$ cat src/rtl/pb_pkg.sv
// Shared types and constants for the palette builder/indexer.
package pb_pkg;

	localparam int unsigned CHAN_W       = 8;
	localparam int unsigned COLOR_W      = 3 * CHAN_W;
	localparam int unsigned INDEX_W      = 8;
	localparam int unsigned COUNT_W      = 9;
	localparam int unsigned MAX_DEPTH    = 256;
	localparam int unsigned IN_TDATA_W   = 24;
	localparam int unsigned OUT_TDATA_W  = 24;

	typedef logic [COLOR_W-1:0] color_t;
	typedef logic [INDEX_W-1:0] index_t;
	typedef logic [COUNT_W-1:0] count_t;

	// Pixel beat as it walks down the cell chain
	typedef struct packed {
		logic   valid;
		color_t color;
		logic   last;
		logic   found;
		index_t index;
		logic   fresh;
		count_t count;
	} beat_t;

endpackage

$ cat src/rtl/pb_cell.sv
// One palette cell: holds one entry, matches or claims it, and passes the beat on.
module pb_cell #(
	parameter int unsigned CELL_IDX = 0
) (
	input  logic          clk,
	input  logic          arst_n,
	input  logic          advance,
	input  pb_pkg::beat_t beat_in,
	output pb_pkg::beat_t beat_out
);
	import pb_pkg::*;

	color_t entry_q;
	logic   used_q;
	logic   valid_q;
	beat_t  beat_q;
	beat_t  beat_d;
	logic   hit;
	logic   claim;

	assign hit   = used_q && (entry_q == beat_in.color) && !beat_in.found;
	assign claim = !used_q && !beat_in.found;

	always_comb begin
		beat_d       = beat_in;
		beat_d.found = beat_in.found | hit | claim;
		beat_d.fresh = beat_in.fresh | claim;
		beat_d.index = (hit || claim) ? INDEX_W'(CELL_IDX) : beat_in.index;
		beat_d.count = beat_in.count + count_t'(used_q | claim);
	end

	always_ff @(posedge clk or negedge arst_n) begin
		if (!arst_n) begin
			used_q  <= 1'b0;
			valid_q <= 1'b0;
		end else if (advance) begin
			valid_q <= beat_in.valid;
			if (beat_in.valid) begin
				used_q <= beat_in.last ? 1'b0 : (used_q | claim);
			end
		end
	end

	always_ff @(posedge clk) begin
		if (advance) begin
			beat_q <= beat_d;
			if (beat_in.valid && claim) begin
				entry_q <= beat_in.color;
			end
		end
	end

	always_comb begin
		beat_out       = beat_q;
		beat_out.valid = valid_q;
	end

endmodule

$ cat config.mk
export PLATFORM = sky130hd
export DESIGN_NAME = pb_cell
export DESIGN_NICKNAME = d
export VERILOG_FILES = /design/src/rtl/pb_pkg.sv /design/src/rtl/pb_cell.sv
export SDC_FILE = /design/constraint.sdc
export NUM_CORES = 1
export LEC_CHECK = 0
export ABC_AREA = 1
export BUFFER_PORTS_ARGS = -buffer_cell sky130_fd_sc_hd__buf_4
export CELL_PAD_IN_SITES_DETAIL_PLACEMENT = 1
export CELL_PAD_IN_SITES_GLOBAL_PLACEMENT = 2
export CORE_MARGIN = 2
export CORE_UTILIZATION = 31
export DETAILED_ROUTE_END_ITERATION = 7
export PLACE_DENSITY = 0.83
export REMOVE_ABC_BUFFERS = 1
export SYNTH_ARGS = -nofsm -noshare
export SYNTH_HDL_FRONTEND = slang
export SYNTH_SLANG_ARGS = --single-unit
$ cat constraint.sdc
create_clock -name clk -period 2.8 [get_ports clk]
set_clock_uncertainty 0.1 [all_clocks]
set_input_delay 0.56 -clock clk [delete_from_list [all_inputs] [get_ports clk]]
set_output_delay 0.56 -clock clk [all_outputs]
set_load 0.03 [all_outputs]
* Word-level counts from Yosys, hierarchy flattened *
Cells that the tools add are included.

storage, ports and cells
  bits in registers = 70
  bits of input ports = 48
  output and inout bits = 45
  word-level logic and storage cells = 26

operators by class
  add/sub/neg operators = 1
  equal/unequal tests = 1
  mux-type cells = 1
  bitwise gates (word level) = 5
  reductions and logical operators = 9

operator list
  cell                                    number
  24-bit equality test                    1
  9-bit by 1-bit adder with 9-bit output  1
  1-bit bitwise OR                        5
  1-bit logical AND                       4
  2-bit AND reduction                     2
  1-bit logical NOT                       2
  1-bit logical OR                        1
  1-bit 2-to-1 mux                        1

* Longest topological paths before layout *
  depth in word-level cells = 5
  gate-level depth with buffers = 9
  mapped depth without buffers = 9

* Least setup slack after synthesis *
No wires, ideal clock.

  path type = input -> register
  start point = in beat_in[18] in the netlist's numbering
  end point = reg entry_q[0], enable pin
  library setup time = 0.405 ns
  data arrival time = 1.721 ns
  required time = 2.295 ns
  setup slack = 0.574 ns
  cell stages on the path = 3
  path buffers = 0
  path through = inv_1 > nand2_1 > nor2_1

between the ends
  cells in the longest elaborated chain, start to end = 4

ends and longest elaborated chain
  element                               line           text
  start: declaration                    pb_cell.sv:8   input pb_pkg::beat_t beat_in,
  1-bit logical NOT                     pb_cell.sv:22  assign claim = !used_q && !beat_in.found;
  1-bit logical AND                     pb_cell.sv:22
  1-bit logical AND                     pb_cell.sv:47  if (beat_in.valid && claim) begin
  2-bit AND reduction (no source line)  -
  end signal: assignment                pb_cell.sv:48  entry_q <= beat_in.color;
  end: declaration                      pb_cell.sv:13  color_t entry_q;

Every way passes these cells.
A chain may end at the register's enable or synchronous reset.

==> summary.txt <==
Run status
  – Status: completed

Timing
  – Finish-stage setup viols: 0
  – RSZ-0062 raised after global routing: no
  – Post-route clock period utilization: 71.0%
  – Fin crit period: just under 2000 ps
  – Peak Freq: a little over 500 MHz
  – Slew Limit Headroom: 57.9%
  – Worst Tran Pin Value: 632 ps
  – Setup_tns: 0 ps
  – Final hold vios: 0
  – Hold_ws: a little under 300 ps
  – Count of pins over their slew limit: 0
  – Final setup margin: a little over 800 ps

Logic synthesis
  – Avg Inst Size Synth: roughly 12 um2
  – Post-synthesis register bit count: 70
  – Yosys top cell area share: between 70 and 80%
  – Synthesized area: 2850 um2
  – Post-Syn Instances: 246
  – Sequential-to-total area share from yosys stat: around 73%
  – Synth Warn #: 0
  – Largest cells by area after synthesis: edfxtp_1 72%, nand2_1 8.2%, inv_1 6.9%
  – Cell taking the most area after synthesis: edfxtp_1
  – Synth cell types: 15

Worst hold path
  – Hold Crit Class: in2reg

Critical path
  – Critical path class: reg2reg
  – Setup crit start kind: register
  – Crit Path Max Fanout: 4
  – Critical Path AT: 1990 ps
  – Worst setup EP type: register
  – Worst endpoint required time: between 2000 and 3000 ps

Cells and area
  – Leading cell type in the layout, fill and taps excluded: buf_4
  – Fill count: 967
  – Layout cells sized above 1: a little under a third
  – Nets: between 400 and 500
  – Commonest non-fill, non-tap cells in the layout: 94 x buf_4, 68 x edfxtp_1, 62 x nand2_1
  – Area delta synth->final: 38.8%
  – Number of diodes: 0
  – Post-Layout Cell Count: between 400 and 500

Drt
  – Via density: ~4.2
  – Antenna viol nets, final: 0
  – Detailed Routing Iterations Pass 1: 3
  – Routed WL: between 5 and 6 mm
  – Post-route DRC: 0
  – DR WL/cell: ~13 um
  – First DRT Iteration DRCs: 28
  – Routed vias: 1962

Floorplanning
  – # IOs: between 90 and 100
  – Die width: roughly 100 um
  – Die H: 99.8 um
  – Full die area: roughly 10000 um2
  – Initial core utilization: 32.3%
  – Rows: 34
  – CORE AREA: a little under 9000 um2

CTS
  – Cts bufs inserted: 9
  – Root buffer cell: clkbuf_8
  – CTS clk-pin slew, worst paths: 70 ps
  – CTS H-Tree Depth: 3
  – Later-pin clock latency in the skew report: ~350 ps
  – CTS max path bufs: 2
  – CTS tree: built
  – Clk sink count: 70

Power
  – Power Total: around 2700 uW
  – P_leak: 0.00185 uW
  – Total power per unit cell area: about 670 nW/um2
  – Worst VDD drop: approximately 0.33 mV

Place
  – Port Buffers: 92
  – Pre-CTS WS: around 600 ps
  – Placer Congestion: 0.668
  – Post-detail-place hpwl: about 4.3 mm
  – Dpl cells: approximately 450

Global route
  – Gr ovfl total: 0
  – All-layer global routing usage: 13.2%
  – Vias in the first global route: approximately 2k
  – First-pass GRT wire length: approximately 10 mm
  – Largest net degree at the start of global routing: between 40 and 50
  – Initial antenna violation count: 0

Flow run
  – Max Cap Viol: 0
[worst max-delay path, cell delays in order, from the launching register on]
cell,delay [ps]
dfrtp_1,440
inv_1,90
nand2_1,70
ha_1,160
ha_1,180
nand3_1,120
nor3b_1,310
nand3_1,130
xnor2_1,140
[cells in the mapped netlist (all sizes together)]
cell / number
ha: 2
nor2: 38
nor3: 1
dfrtp: 2
a21oi: 3
inv: 52
buf: 1
xor2: 7
edfxtp: 68
nand2: 62
o21ai: 1
xnor2: 2
nor3b: 1
nand3: 6
[per-layer routing]
layer	wire (um)	global-route usage (%)	share of wire, %
met5	0	0	0
met3	523	5.92	8.7
met1	2530	15.9	42
met4	93	5.37	1.6
met2	2840	20.5	47
[state kept, by name, indices dropped and copies added, names as in the netlist]
register and flops:
beat_out 44, entry_q 24, used_q 1, valid_q 1
[area by class of cell]
class | instances | area, um2 | area share [%]
clock inverters | 7 | 136 | 3.45
multi-input cells | 123 | 556 | 14.1
inverters | 52 | 195 | 4.94
well taps | 108 | 135 | 3.42
repair buffers | 95 | 716 | 18.1
flip-flops and latches | 70 | 2090 | 52.9
clock buffers | 9 | 124 | 3.13
[timing repair]
item / 4_1_cts / 5_1_grt
setup endpoints to repair: 0 / 0
hold buffers: 1 / 0
buffers inserted: 0 / 0
gates resized for setup: 0 / 0
hold endpoints to repair: 2 / 0
[per-stage QoR]
step                util [%]  area (um2)
floorplan                  -        2840
global placement        41.8        3680
detailed placement      41.8        3680
CTS                     44.9        3950
global route            44.9        3950
finish                  44.9        3950
[where the power goes]
group          switching [uW]  internal, uW  total, uW
clock network             387           677       1060
logic                     207           135        341
registers                23.0          1220       1250
[final timing paths]
kind / startpoint / endpoint / slack, ps / cells after the start
setup / recovery: used_q / beat_out[8] / 810 / 8
max in group asynchronous: arst_n / used_q / 2080 / 2
setup reg to reg: used_q / beat_out[8] / 810 / 8
hold reg to reg: valid_q / valid_q / 460 / 2
min in group asynchronous: arst_n / valid_q / 430 / 2
hold / removal: beat_in[19] / used_q / 290 / 2
[kinds of logic after synthesis]
group	Yosys count	synth area share [%]
simple gates	108	14.7
fa+ha+maj	2	0.879
compound gates	4	1.10
flops	70	73.5
buf+inv	53	7.12
xor+xnor	9	2.77
No activity file was read; power rests on OpenSTA's default activity.
