### src/rtl/pb_pkg.sv
// Shared types and constants for the palette builder/indexer.
package pb_pkg;

	localparam int unsigned CHAN_W       = 8;
	localparam int unsigned COLOR_W      = 3 * CHAN_W;
	localparam int unsigned INDEX_W      = 8;
	localparam int unsigned COUNT_W      = 9;
	localparam int unsigned MAX_DEPTH    = 256;
	localparam int unsigned IN_TDATA_W   = 24;
	localparam int unsigned OUT_TDATA_W  = 24;

	typedef logic [COLOR_W-1:0] color_t;
	typedef logic [INDEX_W-1:0] index_t;
	typedef logic [COUNT_W-1:0] count_t;

	// Pixel beat as it walks down the cell chain
	typedef struct packed {
		logic   valid;
		color_t color;
		logic   last;
		logic   found;
		index_t index;
		logic   fresh;
		count_t count;
	} beat_t;

endpackage

### src/rtl/pb_out.sv
// Result register: sticky overflow tracking and output beat formatting.
module pb_out (
	input  logic                               clk,
	input  logic                               arst_n,
	input  pb_pkg::beat_t                      beat_in,
	output logic                               advance,
	output logic                               m_tvalid,
	input  logic                               m_tready,
	output logic [pb_pkg::OUT_TDATA_W-1:0]     m_tdata
);
	import pb_pkg::*;

	logic   ovf_q;
	logic   valid_q;
	logic   ovf_now;
	index_t index_q;
	logic   fresh_q;
	logic   ovfout_q;
	count_t count_q;

	assign advance = !valid_q || m_tready;
	assign ovf_now = ovf_q || !beat_in.found;

	always_ff @(posedge clk or negedge arst_n) begin
		if (!arst_n) begin
			valid_q <= 1'b0;
			ovf_q   <= 1'b0;
		end else if (advance) begin
			valid_q <= beat_in.valid;
			if (beat_in.valid) begin
				ovf_q <= beat_in.last ? 1'b0 : ovf_now;
			end
		end
	end

	always_ff @(posedge clk) begin
		if (advance && beat_in.valid) begin
			index_q  <= ovf_now ? '0 : beat_in.index;
			fresh_q  <= ovf_now ? 1'b0 : beat_in.fresh;
			ovfout_q <= ovf_now;
			count_q  <= beat_in.count;
		end
	end

	assign m_tvalid = valid_q;
	assign m_tdata  = {
		(OUT_TDATA_W - INDEX_W - 2 - COUNT_W)'(0), count_q, ovfout_q, fresh_q, index_q
	};

endmodule

### config.mk
export PLATFORM = sky130hd
export DESIGN_NAME = pb_out
export DESIGN_NICKNAME = d
export VERILOG_FILES = /design/src/rtl/pb_pkg.sv /design/src/rtl/pb_out.sv
export SDC_FILE = /design/constraint.sdc
export NUM_CORES = 1
export LEC_CHECK = 0
export ABC_AREA = 1
export BUFFER_PORTS_ARGS = -buffer_cell sky130_fd_sc_hd__buf_2
export CAP_MARGIN = 0
export CORE_AREA = 2 2 49 51
export CTS_CLUSTER_DIAMETER = 200
export DETAILED_ROUTE_END_ITERATION = 8
export DIE_AREA = 0 0 51 53
export GPL_ROUTABILITY_DRIVEN = 0
export HOLD_SLACK_MARGIN = 0.06
export MAX_ROUTING_LAYER = met4
export PLACE_DENSITY_LB_ADDON = 0.2
export SLEW_MARGIN = 40
export SYNTH_ARGS = -nofsm -noshare
export SYNTH_HDL_FRONTEND = slang
export SYNTH_SLANG_ARGS = --single-unit
### constraint.sdc
create_clock -name clk -period 3.7 [get_ports clk]
set_clock_uncertainty 0.15 [all_clocks]
set_input_delay 0.74 -clock clk [delete_from_list [all_inputs] [get_ports clk]]
set_output_delay 0.74 -clock clk [all_outputs]
set_load 0.03 [all_outputs]
==> Word level (Yosys, flattened, before mapping) <==
Cells that the tools add are included.
{ "totals": {"wordCells": 13, "ff_bits": 21, "input_bits": 48} }
{ "op_classes": {"reduce_logical": 6, "n_mux": 1} }
{ "ops": {"columns": ["cell", "count"], "rows": [
  ["1-bit logical NOT", 2],
  ["1-bit logical OR", 2],
  ["2-bit AND reduction", 1],
  ["1-bit logical AND", 1],
  ["1-bit two-way mux", 1]
]} }

==> Depth between registers and ports, before layout <==
{ "logic_depth": {"depth_word": 3, "depth_mapped": 5, "mapped_depth_nobuf": 5} }

==> Worst setup path before layout <==
No wires, ideal clock.
{ "synth_path": {"kind": "in2reg", "startpoint": "input m_tready", "endpoint": "register count_q[0] (enable)", "setup_time_ns": 0.383, "path_slack_ns": 1.759, "path_buffers": 0, "t_arrival_ns": 1.407, "stages": 2, "cell_sequence": "inv_1 -> a21oi_2"} }
{ "synth_between": {"elab_chain_cells": 2} }
{ "synth_lines": {"columns": ["item", "line_no", "source"], "rows": [
  ["start: declaration", "pb_out.sv:8", "input logic m_tready,"],
  ["1-bit logical OR", "pb_out.sv:21", "assign advance = !valid_q || m_tready;"],
  ["1-bit logical AND", "pb_out.sv:37", "if (advance && beat_in.valid) begin"],
  ["end signal: assignment", "pb_out.sv:41", "count_q <= beat_in.count;"],
  ["end: declaration", "pb_out.sv:19", "count_t count_q;"]
]} }
No other way between the ends.
A chain may end at the register's enable or synchronous reset.

==> Final worst setup path <==
{ "layout_path": {"startpoint": "input m_tready", "endpoint": "output advance"} }
{ "layout_between": {"elab_chain_cells": 1} }
{ "layout_lines": {"columns": ["item", "line_no", "source"], "rows": [
  ["1-bit logical OR", "pb_out.sv:21", null],
  ["end: declaration", "pb_out.sv:6", "output logic advance,"]
]} }
No other way between the ends.

==> out/results.txt <==
Status -> finished, final reports clean
Clock sink count -> 21
DR vias/cell -> 4.07
DR vias -> 546
Max Root-Sink Buffers -> 2
Overflow after GRT -> 0
# Post-CTS Setup Buffers -> 0
Pre-antenna DRT Iters -> 3
Cell area after layout -> 0.00106 mm^2
# fillers -> 219
Initial core utilization -> 37.2%
Antenna Cells -> 0
Reg clk slew, reported paths -> 100 ps
Final #Nets -> 155
Fin util -> 49.3%
DP Area -> 0.00102 mm^2
Worst-path fanout max -> 3
Initial antenna violation count -> 0
Max-cap check violation count -> 0
Unrepaired setup endpoints after global routing -> false
Max incr delay on CP -> 190 ps
Hold Path Class -> register to register
Most used cell, CP -> buf_2
Post-Syn Instances -> 59
Cell taking the most area after synthesis -> edfxtp_1
Synth warnings -> 0
Path type of the worst setup path -> input port to primary output
Post-cts sizing count -> 0
Synth top area share -> 71.5%
Multi-input logic area -> 95.1 um^2
Mapped Area -> 798 um^2
Average wire per standard cell -> 9.54 um
Final Hold Fails -> 0
Core area -> 0.00215 mm^2
CTS tree -> yes
Final setup violation count -> 0
Slowest library cell on the worst path -> buf_2
CP arrival -> 1180 ps
DR iter-0 viols -> 8
Root Buffer -> clkbuf_4
First-pass GRT wire length -> 1.95 mm
Yosys reg bits -> 21
Worst EP required -> 2810 ps
Crit path time final -> 2070 ps
Worst Setup End Kind -> primary output
PortBufs -> 44
Startpoint Class -> input port
Maximum vdd drop -> 210 uV
Largest net degree at the start of global routing -> 21
Clock H-tree levels -> 1
# DRC -> 0
Hold path cells -> 2
FF/Latch Area -> 621 um^2
GRT Overall Usage -> 10.2%
Cell area power density -> 438 mW/mm^2
Post-CTS Hold Buffers -> 1
Final period util -> 55.8%
Seq/Total Area, Yosys -> 77.7%
# rows -> 17
Layout cells sized above 1 -> 47.2%
Max-slew violation count -> 0
Lkg Pwr -> 0.525 nW
I/O Pins -> 74
Count of different cell masters after synthesis -> 10
Area contributors post-synth -> edfxtp_1, buf_4, dfrtp_1, inv_1, nor2_1
Hold_ws -> 349 ps
F_max -> 0.484 GHz
Setup tns final -> 0 ps
Synthesized area per cell -> 13.5 um^2
Final wirelength -> 1.28 mm
Hpwl dp -> 1.03 mm
Area Overhead vs Synth -> 32.8%
Die area -> 0.00270 mm^2
Vias in the first global route -> 494
R2r worst-path depth -> 2
Total CTS buffers -> 3
Detail Route Antenna Nets -> 0
Die width -> 51 um
Die H -> 53 um
Clk_lat worst skew -> 280 ps
Crit path cell chain -> buf_2 -> inv_1 -> nand2_1 -> buf_2
[stage by stage]
step | instances | setup slack [ps] | power [mW]
3_3_place_gp | 129 | 1650 | 0.367
6_report | 134 | 1630 | 0.464
3_5_place_dp | 129 | 1630 | 0.369
2_1_floorplan | 63 | 1760 | 0.345
5_1_grt | 134 | 1590 | 0.491
4_1_cts | 134 | 1630 | 0.473
[cells in the mapped netlist]
master    count
nand2_1       6
edfxtp_1     19
conb_1        1
inv_1        12
a21oi_1       1
buf_4         7
dfrtp_1       2
a21oi_2       1
nand2_2       1
nor2_1        9
[sequential cells by signal, summed over array words and instances (netlist names)]
name      count
index_q       8
ovfout_q      1
m_tvalid      1
ovf_q         1
fresh_q       1
count_q       9
[routing by layer]
layer  track usage (%)  part of all wire [%]
met5                 -                     0
met1              10.7                    38
met3              3.39                    11
met4              4.05                     0
met2              17.7                    51
[power by group]
group / total, mW / switching (mW) / internal [mW]
combinational: 0.0821 / 0.0583 / 0.0238
clock: 0.101 / 0.0592 / 0.0418
sequential: 0.281 / 0.00394 / 0.277
[kinds of logic (layout without fill, tap and decap cells)]
logic type	Yosys count	after routing	share of synthesized area, %
flip-flops	21	21	77.7
AO/OA/AOI/OAI	2	2	1.72
buffers and inverters	19	62	12.2
AND/OR/NAND/NOR	16	16	7.84
other	1	5	0.470
[critical path, delay by kind of cell]
family	cells	cell delay (ps)
AND/OR/NAND/NOR	1	80
buffers and inverters	3	360
[cell usage in the layout, fill, tap and decap left out]
cell / n
a21oi_1: 1
dfrtp_1: 2
conb_1: 5
buf_2: 44
nor2_1: 9
a21oi_2: 1
buf_4: 1
nand2_2: 1
clkbuf_1: 1
inv_1: 12
dlygate4sd3_1: 1
nand2_1: 6
clkbuf_4: 3
edfxtp_1: 19
[final timing paths]
check                                          start              endpoint  slack, ps
min in group asynchronous                     arst_n     ovf_q$_DFFE_PN0P_        610
worst max register to register  m_tvalid$_DFFE_PN0P_  count_q[0]$_DFFE_PP_       2430
worst min-delay path               ovf_q$_DFFE_PN0P_     ovf_q$_DFFE_PN0P_        350
worst max-delay path                        m_tready               advance       1630
worst min register to register     ovf_q$_DFFE_PN0P_     ovf_q$_DFFE_PN0P_        350
max in group asynchronous                     arst_n  m_tvalid$_DFFE_PN0P_       2700
[layout make-up]
class / count / share of cell area [%]
clock buffers: 4 / 2.48
inverters: 12 / 4.25
flip-flops and latches: 21 / 58.6
well taps: 28 / 3.31
repair buffers: 46 / 22.4
multi-input cells: 23 / 8.97
No activity file was read; power rests on OpenSTA's default activity.
